===== src/rtl/cas_pkg.sv =====
`default_nettype none
package cas_pkg;

    localparam logic [7:0] KEY_FIRST    = 8'd69;
    localparam logic [7:0] KEY_SECOND   = 8'd82;
    localparam logic [7:0] IDENT_LEVEL  = 8'hFF;
    localparam logic [7:0] TRIGGER_MODE = 8'd2;
    localparam logic [5:0] RESTART_COUNT = 6'd6;
    localparam logic [5:0] FLUSH_COUNT   = 6'd3;
    localparam logic [5:0] PULSE_CAP     = 6'd32;
    localparam logic [7:0] MAX_AVERAGE   = 8'd15;

    localparam int OPQ_DEPTH = 4;
    localparam int OPQ_PTR_W = $clog2(OPQ_DEPTH);
    localparam int OPQ_CNT_W = $clog2(OPQ_DEPTH + 1);

    typedef enum logic [1:0] {
        KIND_CMD,
        KIND_CAPTURE,
        KIND_PULSE,
        KIND_UNUSED
    } t_kind;

    typedef enum logic [2:0] {
        OP_NONE,
        OP_TRIGGER,
        OP_COLLECT,
        OP_CAPTURE,
        OP_PULSE
    } t_op_kind;

    typedef enum logic [2:0] {
        ACT_NONE,
        ACT_SINGLE,
        ACT_OVERWRITE,
        ACT_ADD,
        ACT_AVERAGE
    } t_action;

    typedef struct packed {
        t_op_kind    kind;
        logic        ident;
        logic [15:0] delay;
        logic [7:0]  level;
        logic [7:0]  mode;
        logic [3:0]  average;
    } t_op;

    typedef struct packed {
        logic valid;
        t_op  op;
    } t_op_beat;

    typedef struct packed {
        logic        command_accepted;
        logic        exposure_change;
        logic        send_ident;
        t_action     data_action;
        logic        converter_running;
        logic        sensor_flushed;
        logic [7:0]  collect_mode;
        logic [15:0] delay_value;
        logic [7:0]  level_value;
    } t_result;

endpackage
`default_nettype wire


===== src/rtl/cas_front.sv =====
`default_nettype none
module cas_front import cas_pkg::*; (
    input  wire logic        i_clk,
    input  wire logic        i_rst_n,
    input  wire logic        push,
    output logic             full,
    input  wire logic [1:0]  i_kind,
    input  wire logic [7:0]  i_key_first,
    input  wire logic [7:0]  i_key_second,
    input  wire logic [15:0] i_cmd_delay,
    input  wire logic [7:0]  i_cmd_level,
    input  wire logic [7:0]  i_cmd_mode,
    input  wire logic [7:0]  i_cmd_average,
    output t_op_beat         o_op,
    input  wire logic        i_take
);

    t_op                  r_queue [OPQ_DEPTH];
    logic [OPQ_PTR_W-1:0] r_wr_ptr, n_wr_ptr;
    logic [OPQ_PTR_W-1:0] r_rd_ptr, n_rd_ptr;
    logic [OPQ_CNT_W-1:0] r_count,  n_count;
    t_op                  w_op;
    logic                 w_push_ok;
    logic                 w_take_ok;
    logic                 w_key_ok;

    // classify the incoming beat
    always_comb begin
        w_op         = '0;
        w_op.kind    = OP_NONE;
        w_op.ident   = (i_cmd_level == IDENT_LEVEL);
        w_op.delay   = i_cmd_delay;
        w_op.level   = i_cmd_level;
        w_op.mode    = i_cmd_mode;
        w_op.average = ((i_cmd_average != 8'd0) && (i_cmd_average <= MAX_AVERAGE))
                       ? i_cmd_average[3:0] : 4'd1;
        w_key_ok     = (i_key_first == KEY_FIRST) && (i_key_second == KEY_SECOND);
        case (t_kind'(i_kind))
            KIND_CMD: begin
                if (w_key_ok) begin
                    w_op.kind = (i_cmd_mode == TRIGGER_MODE) ? OP_TRIGGER : OP_COLLECT;
                end
            end
            KIND_CAPTURE: w_op.kind = OP_CAPTURE;
            KIND_PULSE:   w_op.kind = OP_PULSE;
            default:      w_op.kind = OP_NONE;
        endcase
    end

    assign full      = (r_count == OPQ_CNT_W'(OPQ_DEPTH));
    assign w_push_ok = push && !full;
    assign w_take_ok = i_take && (r_count != '0);

    always_comb begin
        n_wr_ptr = r_wr_ptr + OPQ_PTR_W'(w_push_ok);
        n_rd_ptr = r_rd_ptr + OPQ_PTR_W'(w_take_ok);
        n_count  = r_count + OPQ_CNT_W'(w_push_ok) - OPQ_CNT_W'(w_take_ok);
    end

    always_ff @(posedge i_clk) begin
        if (!i_rst_n) begin
            r_wr_ptr <= '0;
            r_rd_ptr <= '0;
            r_count  <= '0;
        end else begin
            r_wr_ptr <= n_wr_ptr;
            r_rd_ptr <= n_rd_ptr;
            r_count  <= n_count;
        end
    end

    always_ff @(posedge i_clk) begin
        if (w_push_ok) begin
            r_queue[r_wr_ptr] <= w_op;
        end
    end

    assign o_op.valid = (r_count != '0);
    assign o_op.op    = r_queue[r_rd_ptr];

endmodule
`default_nettype wire


===== src/rtl/cas_back.sv =====
`default_nettype none
module cas_back import cas_pkg::*; (
    input  wire logic  i_clk,
    input  wire logic  i_rst_n,
    input  t_op_beat   i_op,
    output logic       o_take,
    output logic       empty,
    input  wire logic  pop,
    output t_result    o_res
);

    logic [5:0]  r_pulse_count, n_pulse_count;
    logic [3:0]  r_average,     n_average;
    logic [3:0]  r_remaining,   n_remaining;
    logic        r_flushed,     n_flushed;
    logic        r_running,     n_running;
    logic [7:0]  r_mode,        n_mode;
    logic [15:0] r_delay,       n_delay;
    logic [7:0]  r_level,       n_level;

    t_result     r_res [2];
    logic        r_res_wr, r_res_rd;
    logic [1:0]  r_res_cnt;
    t_result     w_res;
    logic        w_pop_ok;
    logic        w_exec;
    logic [6:0]  w_pulse_inc;

    assign empty    = (r_res_cnt == 2'd0);
    assign w_pop_ok = pop && !empty;
    assign o_take   = (r_res_cnt != 2'd2) || pop;
    assign w_exec   = o_take && i_op.valid;
    assign w_pulse_inc = {1'b0, r_pulse_count} + 7'd1;

    always_comb begin
        n_pulse_count = r_pulse_count;
        n_average     = r_average;
        n_remaining   = r_remaining;
        n_flushed     = r_flushed;
        n_running     = r_running;
        n_mode        = r_mode;
        n_delay       = r_delay;
        n_level       = r_level;
        w_res         = '0;
        w_res.data_action = ACT_NONE;
        case (i_op.op.kind)
            OP_TRIGGER: begin
                w_res.command_accepted = 1'b1;
                n_delay = i_op.op.delay;
                if (i_op.op.ident) begin
                    w_res.send_ident = 1'b1;
                end else begin
                    n_level = i_op.op.level;
                end
            end
            OP_COLLECT: begin
                w_res.command_accepted = 1'b1;
                w_res.exposure_change  = 1'b1;
                n_mode      = i_op.op.mode;
                n_average   = i_op.op.average;
                n_remaining = i_op.op.average;
            end
            OP_CAPTURE: begin
                n_running = 1'b0;
                if (r_average <= 4'd1) begin
                    w_res.data_action = ACT_SINGLE;
                end else begin
                    if (r_remaining == r_average) begin
                        n_pulse_count     = RESTART_COUNT;
                        w_res.data_action = ACT_OVERWRITE;
                    end else if ((r_remaining < r_average) && (r_remaining > 4'd1)) begin
                        n_pulse_count     = RESTART_COUNT;
                        w_res.data_action = ACT_ADD;
                    end else if (r_remaining == 4'd1) begin
                        w_res.data_action = ACT_AVERAGE;
                    end
                    if (r_remaining != 4'd0) begin
                        n_remaining = r_remaining - 4'd1;
                    end
                end
            end
            OP_PULSE: begin
                if (r_pulse_count == RESTART_COUNT) begin
                    n_running = 1'b1;
                end else if (r_pulse_count == FLUSH_COUNT) begin
                    n_flushed = 1'b1;
                end
                n_pulse_count = (w_pulse_inc > {1'b0, PULSE_CAP}) ? PULSE_CAP
                                                                  : w_pulse_inc[5:0];
            end
            default: begin
            end
        endcase
        w_res.converter_running = n_running;
        w_res.sensor_flushed    = n_flushed;
        w_res.collect_mode      = n_mode;
        w_res.delay_value       = n_delay;
        w_res.level_value       = n_level;
    end

    always_ff @(posedge i_clk) begin
        if (!i_rst_n) begin
            r_pulse_count <= '0;
            r_average     <= 4'd1;
            r_remaining   <= '0;
            r_flushed     <= 1'b0;
            r_running     <= 1'b0;
            r_mode        <= '0;
            r_delay       <= '0;
            r_level       <= '0;
            r_res_wr      <= 1'b0;
            r_res_rd      <= 1'b0;
            r_res_cnt     <= '0;
        end else begin
            if (w_exec) begin
                r_pulse_count <= n_pulse_count;
                r_average     <= n_average;
                r_remaining   <= n_remaining;
                r_flushed     <= n_flushed;
                r_running     <= n_running;
                r_mode        <= n_mode;
                r_delay       <= n_delay;
                r_level       <= n_level;
            end
            r_res_wr  <= r_res_wr ^ w_exec;
            r_res_rd  <= r_res_rd ^ w_pop_ok;
            r_res_cnt <= r_res_cnt + 2'(w_exec) - 2'(w_pop_ok);
        end
    end

    always_ff @(posedge i_clk) begin
        if (w_exec) begin
            r_res[r_res_wr] <= w_res;
        end
    end

    assign o_res = r_res[r_res_rd];

endmodule
`default_nettype wire


===== src/rtl/ccd_acquisition_sequencer.sv =====
// a pushed beat is registered in the op queue, then its result in the result queue, before it can be popped
// throughput: one beat per cycle on both sides while pop keeps pace; full or a held result stalls the flow
// a four-entry op queue separates the classify front from the execute back
// a two-entry result queue lets the back keep running while a result waits
// reset: synchronous active-low i_rst_n empties both queues and restores state
`default_nettype none
module ccd_acquisition_sequencer import cas_pkg::*; (
    input  wire logic        i_clk,
    input  wire logic        i_rst_n,
    input  wire logic        push,
    output logic             full,
    input  wire logic [1:0]  i_kind,
    input  wire logic [7:0]  i_key_first,
    input  wire logic [7:0]  i_key_second,
    input  wire logic [15:0] i_cmd_delay,
    input  wire logic [7:0]  i_cmd_level,
    input  wire logic [7:0]  i_cmd_mode,
    input  wire logic [7:0]  i_cmd_average,
    output logic             empty,
    input  wire logic        pop,
    output logic             o_command_accepted,
    output logic             o_exposure_change,
    output logic             o_send_ident,
    output logic [2:0]       o_data_action,
    output logic             o_converter_running,
    output logic             o_sensor_flushed,
    output logic [7:0]       o_collect_mode_out,
    output logic [15:0]      o_trigger_delay_out,
    output logic [7:0]       o_trigger_level_out
);

    t_op_beat w_op;
    logic     w_take;
    t_result  w_res;

    cas_front u_front (
        .i_clk         (i_clk),
        .i_rst_n       (i_rst_n),
        .push          (push),
        .full          (full),
        .i_kind        (i_kind),
        .i_key_first   (i_key_first),
        .i_key_second  (i_key_second),
        .i_cmd_delay   (i_cmd_delay),
        .i_cmd_level   (i_cmd_level),
        .i_cmd_mode    (i_cmd_mode),
        .i_cmd_average (i_cmd_average),
        .o_op          (w_op),
        .i_take        (w_take)
    );

    cas_back u_back (
        .i_clk   (i_clk),
        .i_rst_n (i_rst_n),
        .i_op    (w_op),
        .o_take  (w_take),
        .empty   (empty),
        .pop     (pop),
        .o_res   (w_res)
    );

    assign o_command_accepted  = w_res.command_accepted;
    assign o_exposure_change   = w_res.exposure_change;
    assign o_send_ident        = w_res.send_ident;
    assign o_data_action       = w_res.data_action;
    assign o_converter_running = w_res.converter_running;
    assign o_sensor_flushed    = w_res.sensor_flushed;
    assign o_collect_mode_out  = w_res.collect_mode;
    assign o_trigger_delay_out = w_res.delay_value;
    assign o_trigger_level_out = w_res.level_value;

    a_push_reaches_queue: assert property (@(posedge i_clk) disable iff (!i_rst_n)
        push && !full |=> w_op.valid)
        else $error("accepted beat missing from op queue");

    a_exec_fills_result: assert property (@(posedge i_clk) disable iff (!i_rst_n)
        w_op.valid && w_take |=> !empty)
        else $error("executed op produced no result");

    a_expo_needs_accept: assert property (@(posedge i_clk) disable iff (!i_rst_n)
        !empty && (o_exposure_change || o_send_ident) |-> o_command_accepted)
        else $error("command flag without accepted command");

    a_cmd_no_action: assert property (@(posedge i_clk) disable iff (!i_rst_n)
        !empty && o_command_accepted |-> (o_data_action == ACT_NONE))
        else $error("command beat carries a data action");

endmodule
`default_nettype wire

===== config.mk =====
export PLATFORM = sky130hd
export DESIGN_NAME = ccd_acquisition_sequencer
export DESIGN_NICKNAME = d
export VERILOG_FILES = /design/src/rtl/cas_pkg.sv /design/src/rtl/cas_front.sv /design/src/rtl/cas_back.sv /design/src/rtl/ccd_acquisition_sequencer.sv
export SDC_FILE = /design/constraint.sdc
export NUM_CORES = 1
export LEC_CHECK = 0
export ABC_AREA = 0
export BUFFER_PORTS_ARGS = -buffer_cell sky130_fd_sc_hd__buf_2
export CAP_MARGIN = 0
export CORE_ASPECT_RATIO = 1.25
export CORE_MARGIN = 2
export CORE_UTILIZATION = 35
export CTS_CLUSTER_DIAMETER = 200
export CTS_CLUSTER_SIZE = 24
export DETAILED_ROUTE_END_ITERATION = 8
export PLACE_DENSITY_LB_ADDON = 0.25
export SKIP_CTS_REPAIR_TIMING = 1
export SYNTH_ARGS = -nofsm -noshare
export SYNTH_HDL_FRONTEND = slang
export SYNTH_SLANG_ARGS = --single-unit

===== constraint.sdc =====
create_clock -name i_clk -period 4.4 [get_ports i_clk]
set_clock_uncertainty 0.1 [all_clocks]
set_input_delay 0.22 -clock i_clk [delete_from_list [all_inputs] [get_ports i_clk]]
set_output_delay 0.22 -clock i_clk [all_outputs]
set_load 0.1 [all_outputs]

[After elaboration in Yosys (flattened, before gate mapping)]
Memories as Yosys holds them, arrays and structs flattened. A register that Yosys moved wholly into a read port is not among the register bits.
Index checks and enable logic that the tools add are counted.
Storage, ports and cells
  memories: 2
  register bits: 59
  memory bits (writable): 240
  output and inout port bits: 42
  logic and storage cells: 106
Cells by class
  equal/unequal tests: 19
  bitwise logic cells: 2
  add/subtract/negate cells: 8
  reduce and logical (&&, ||, !) cells: 20
  magnitude comparators: 5
  mux-type cells: 36
Memories
  u_front.r_queue: words 4, width 40, rd ports 1, clocked after memory_dff 1, wr ports 1, line cas_front.sv:18  | t_op r_queue [OPQ_DEPTH];
  u_back.r_res: words 2, width 40, rd ports 1, clocked after memory_dff 1, wr ports 1, line cas_back.sv:21  | t_result r_res [2];
Operators by type and width (number)
  $mux 6: 4
  $mux 8: 3
  $mux 3: 6
  $eq 8x7->1 const B: 2
  $mux 16: 1
  $mux 1: 13
  $mux 4: 3
  $pmux 6 s2: 1
  $pmux 3 s3: 1
  $eq 8x2->1 const B: 1
  $eq 8x8->1 const B: 1
  $le 8x4->1 const B: 1
  $pmux 4 s2: 1
  $reduce_and 4->1: 2
  $reduce_bool 8->1: 1
  $add 6x1->7 const B: 1
  $gt 7x6->1 const B: 1
  $add 2x1->2: 3
  $eq 3x2->1 const B: 2
  $eq 3x3->1 const B: 2
  $eq 6x2->1 const B: 1
  $eq 6x3->1 const B: 1
  $logic_and 1x1->1: 6
  $eq 4x1->1 const B: 1
  25 further kinds: 31

[Logic depth before layout (Yosys ltp)]
  depth after elaboration: 6
  depth in mapped cells: 12
  mapped depth without buffers: 9

[By module]
Synthesis repeated with hierarchy kept, for this count alone.
Second synthesis, totals
  cell total of the unflattened synthesis: 740
  area total of the unflattened synthesis: 12194.2 µm²
Modules (own cells, without submodules)
  cas_front: instances 1, seq. area each 4944.7 µm², area each 6304.8 µm², cells an instance 269
  cas_back: instances 1, seq. area each 3463.3 µm², area each 5889.4 µm², cells an instance 471

[Worst setup path before layout]
Ideal clock, no wire load.
  path kind: register to register
  start point: reg u_front.r_count[1]
  end point: mem u_front.r_queue[0][0] (netlist name), enable pin
  period minus slack after synthesis: 4.941 ns
  stages on the path, launching flop included: 5
  path slack: -0.541 ns
  data arrival time: 4.346 ns
  setup time: 0.495 ns
  cell sequence: dfxtp_1 inv_1 and3_1 nor2b_1 nor3b_1
Between the ends
  longest elaborated chain between the ends: 5
RTL lines
  start: declaration: line cas_front.sv:21  | logic [OPQ_CNT_W-1:0] r_count, n_count;
  start signal: assignment: line cas_front.sv:68  | r_count <= n_count;
  $eq 3x3->1: line cas_front.sv:50  | assign full = (r_count == OPQ_CNT_W'(OPQ_DEPTH));
  named net full: line ccd_acquisition_sequencer.sv:11  | output logic full,
  $logic_not 1->1: line cas_front.sv:51  | assign w_push_ok = push && !full;
  $logic_and 1x1->1: line cas_front.sv:51
  $mux 1: line cas_front.sv:73  | if (w_push_ok) begin
  $mux 1 (not written as such): line cas_front.sv:74  | r_queue[r_wr_ptr] <= w_op;
  end: declaration: line cas_front.sv:18
The timed path passes the listed nets, and every way through them passes these cells.

==> flow_metrics.env <==
export IMPL_outcome="finished clean"
export IMPL_ys_seq_area_share_pct=70.4
export IMPL_overflow=0
export IMPL_initial_utilization_pct=35.6
export IMPL_place_ws_ns=1.34
export IMPL_max_stage_delay_ns=0.74
export IMPL_drt_initial_drc_count=378
export IMPL_synthesis_area_um2=11900
export IMPL_dr_pass1_iters=5
export IMPL_maxSlewHeadroom_pct=42.3
export IMPL_hold_viol=0
export IMPL_die_area_um2=35600
export IMPL_drive_above_1_share_pct=31.0
export IMPL_antenna_found_initial=0
export IMPL_reg2regPathDepth=4
export IMPL_crit_family="compound AO/OA/AOI/OAI gates"
export IMPL_syn_inst=718
export IMPL_postRouteAntennaNets=0
export IMPL_track_usage_pct=13.5
export IMPL_fin_nets=939
export IMPL_critPathLaunchType="flop"
export IMPL_p_leak_nw=4.84
export IMPL_hold_path_cell_count=2
export IMPL_p_per_area_nw_per_um2=736
export IMPL_fin_ws_ns=1.37
export IMPL_synth_ff_type="edfxtp_1"
export IMPL_grt_max_degree=41
export IMPL_crit_path_top_delay_cell="dfxtp_2"
export IMPL_synth_seq_cells=300
export IMPL_regToRegSetupSlack_ns=1.37
export IMPL_cts_tree="done"
export IMPL_max_freq_mhz=330
export IMPL_synth_edf_count=240
export IMPL_hold_path_class="in -> reg"
export IMPL_core_area_um2=33600
export IMPL_row_count=75
export IMPL_rr_startpoint="u_front.r_rd_ptr[0]"
export IMPL_critPathKind="reg -> reg"
export IMPL_rsz0062_at_grt="no"
export IMPL_crit_fanout=17
export IMPL_fp_dieH_um=211
export IMPL_wl_mm=24.2
export IMPL_grt_pass1_wl_mm=37.0
export IMPL_via_count=6400
export IMPL_first_global_vias=6426
export IMPL_h_tree_depth=1
export IMPL_io_pins=104
export IMPL_post_route_period_util_pct=68.8
export IMPL_dp_hpwl_mm=15.1
export IMPL_wire_per_inst_um=18.7
export IMPL_period_minus_slack_ns=3.03
export IMPL_clkSlewWorstSetupHoldPaths_ns=0.09
export IMPL_async_flop_share_pct=0
export IMPL_fin_setup_tns_ns=0
export IMPL_slew_viol_final=0
export IMPL_dieWidth_um=169
export IMPL_clock_sinks=300
export IMPL_worstMarginPinSlew_ns=0.854
export IMPL_endpoint_kind="flop"
export IMPL_min_from="i_cmd_average[0]"
export IMPL_r2r_end="u_back.r_pulse_count[1]"
export IMPL_irDropWorstVdd_v=0.000321
export IMPL_cp_arrival_ns=3.36
export IMPL_ys_warnings_count=0
export IMPL_fin_util_pct=41.2
export IMPL_worst_path_buf_inv=0
export IMPL_clockBufferDepth=3
export IMPL_area_growth_pct=15.9
export IMPL_cts_buffers=16
export IMPL_path_cells="mux4_2 -> nand3b_1 -> o41ai_4 -> o221a_1"
export IMPL_finalSetupViolations=0
export IMPL_via_per_inst=4.95
export IMPL_avgSynthCellArea_um2=16.6
export IMPL_drv_cap=0
export IMPL_drcViolationCount=0
export IMPL_place_congestion=0.719
export IMPL_clockRootBuffer="clkbuf_16"
export IMPL_diodes=0
export IMPL_holdPathEnd="u_front.r_queue[0][0]"
export IMPL_required_ns=4.74
export IMPL_ys_types=53
export IMPL_clock_latency_ns=0.50
export IMPL_port_buffer_count=103
export IMPL_syn_nets=797
## placed cells by master, fill, tap and decap left out, types with 4 or more instances in the layout
cell	n
nor2_1	62
dfxtp_1	57
nand4_1	4
and2_1	9
nand3_1	16
and3_1	6
inv_1	16
mux2_1	4
xnor2_1	6
clkbuf_16	17
clkbuf_1	9
nand2_1	24
mux4_2	40
dlygate4sd3_1	33
o21ai_0	22
buf_4	19
mux2i_1	12
ha_1	14
a21oi_1	14
nor2b_1	6
buf_2	103
edfxtp_1	240
nor3_1	7
mux2_2	69
nand2b_1	5
## cells in the mapped netlist, types with 2 or more instances
| library cell | number | share of area, % |
|---|---|---|
| a21oi_1 | 14 | 0.59 |
| a31o_2 | 2 | 0.15 |
| and2_1 | 9 | 0.47 |
| and3_1 | 7 | 0.37 |
| buf_1 | 7 | 0.22 |
| buf_2 | 3 | 0.13 |
| buf_4 | 2 | 0.13 |
| buf_6 | 3 | 0.28 |
| clkbuf_1 | 16 | 0.50 |
| dfxtp_1 | 60 | 10 |
| edfxtp_1 | 240 | 60 |
| ha_1 | 16 | 1.7 |
| inv_1 | 16 | 0.50 |
| mux2_1 | 4 | 0.38 |
| mux2_2 | 69 | 6.5 |
| mux2i_1 | 12 | 1.0 |
| mux4_2 | 40 | 7.5 |
| nand2_1 | 24 | 0.75 |
| nand2b_1 | 5 | 0.26 |
| nand3_1 | 16 | 0.67 |
| nand3b_1 | 2 | 0.13 |
| nand4_1 | 4 | 0.21 |
| nor2_1 | 64 | 2.0 |
| nor2b_1 | 6 | 0.31 |
| nor3_1 | 7 | 0.29 |
| nor3b_1 | 5 | 0.31 |
| nor4_1 | 2 | 0.10 |
| nor4b_1 | 3 | 0.22 |
| o211a_1 | 3 | 0.25 |
| o211ai_1 | 3 | 0.19 |
| o21a_1 | 2 | 0.13 |
| o21ai_0 | 22 | 0.92 |
| o32ai_1 | 2 | 0.15 |
| or2_2 | 2 | 0.10 |
| or3_1 | 2 | 0.10 |
| xnor2_1 | 6 | 0.44 |
| xor2_1 | 2 | 0.15 |
## flip-flops by register name (all words and copies together), names as in the netlist, 2 cells and up, named ones only
signal,cells
u_back.r_res_cnt,2
u_front.r_count,3
u_back.r_average,4
u_back.r_mode,8
u_front.r_wr_ptr,2
u_back.r_pulse_count,6
u_back.r_remaining,4
u_back.r_delay,16
u_back.r_level,8
u_front.r_queue,160
u_front.r_rd_ptr,2
u_back.r_res,80
## area by class of cell
| cell class | instances | area (um^2) |
|---|---|---|
| timing repair buffer | 155 | 988 |
| inverter | 16 | 60.1 |
| fill | 3040 | 19700 |
| sequential | 300 | 8410 |
| tap | 423 | 529 |
| clock inverter | 1 | 16.3 |
| clock buffer | 26 | 459 |
| multi-input combinational | 371 | 3390 |
## metal layers
metal,vias up,wire length [um],track usage [%],share of wire [%]
met2,123,12500,24.5,52
met4,0,482,3.60,2.0
met1,3224,10400,17.2,43
li1,3024,-,-,-
met5,-,0,0,0
met3,29,813,1.54,3.4
## worst reg2reg max path, cell delays in order, from the launching register on
cell	delay [ns]
dfxtp_2	0.74
mux4_2	0.70
nand3b_1	0.56
o41ai_4	0.64
o221a_1	0.24
## per-stage QoR
stage | cells | power, mW | hold WS (ns) | area [um^2]
2_1_floorplan | 718 | 7.74 | 0.219 | 12000
3_3_place_gp | 1232 | 8.69 | 0.337 | 13000
3_5_place_dp | 1232 | 8.71 | 0.339 | 13000
4_1_cts | 1259 | 10.3 | -0.188 | 13500
5_1_grt | 1292 | 10.7 | 0.0271 | 13900
6_report | 1292 | 10.2 | 0.0230 | 13900
## report_power, final
| group | switching, mW | internal, mW | total (mW) | leakage (nW) |
|---|---|---|---|---|
| registers | 0.278 | 3.86 | 4.13 | 2.75 |
| clock network | 0.857 | 0.731 | 1.59 | 0.227 |
| logic | 3.22 | 1.25 | 4.47 | 1.87 |
| total | 4.36 | 5.84 | 10.2 | 4.84 |
## worst max path at each step
| stage | from | endpoint | slack (ns) | cells after the start |
|---|---|---|---|---|
| after detailed placement | u_front.r_rd_ptr[0] | u_back.r_pulse_count[1] | 1.34 | 4 |
| after global placement | u_front.r_rd_ptr[0] | u_back.r_level[3] | 1.34 | 5 |
| after floorplan | u_front.r_count[1] | u_front.r_queue[1][0] | 0.76 | 5 |
| final | u_front.r_rd_ptr[0] | u_back.r_pulse_count[1] | 1.37 | 4 |
| after global routing | u_front.r_rd_ptr[0] | u_back.r_pulse_count[1] | 1.15 | 4 |
| after CTS | u_front.r_rd_ptr[0] | u_back.r_pulse_count[1] | 1.32 | 4 |
## cells by family (layout without fill, tap and decap cells)
group	after synthesis	in the layout	share of synthesized area, %
AO/OA/AOI/OAI	58	58	3.23
XOR/XNOR	8	8	0.586
adder cells (fa/ha/maj)	17	17	1.84
buffers and inverters	47	198	1.76
flip-flops	300	300	70.4
multiplexers	125	125	15.4
AND/OR/NAND/NOR	163	163	6.80
(Power assumes the default switching activity.)
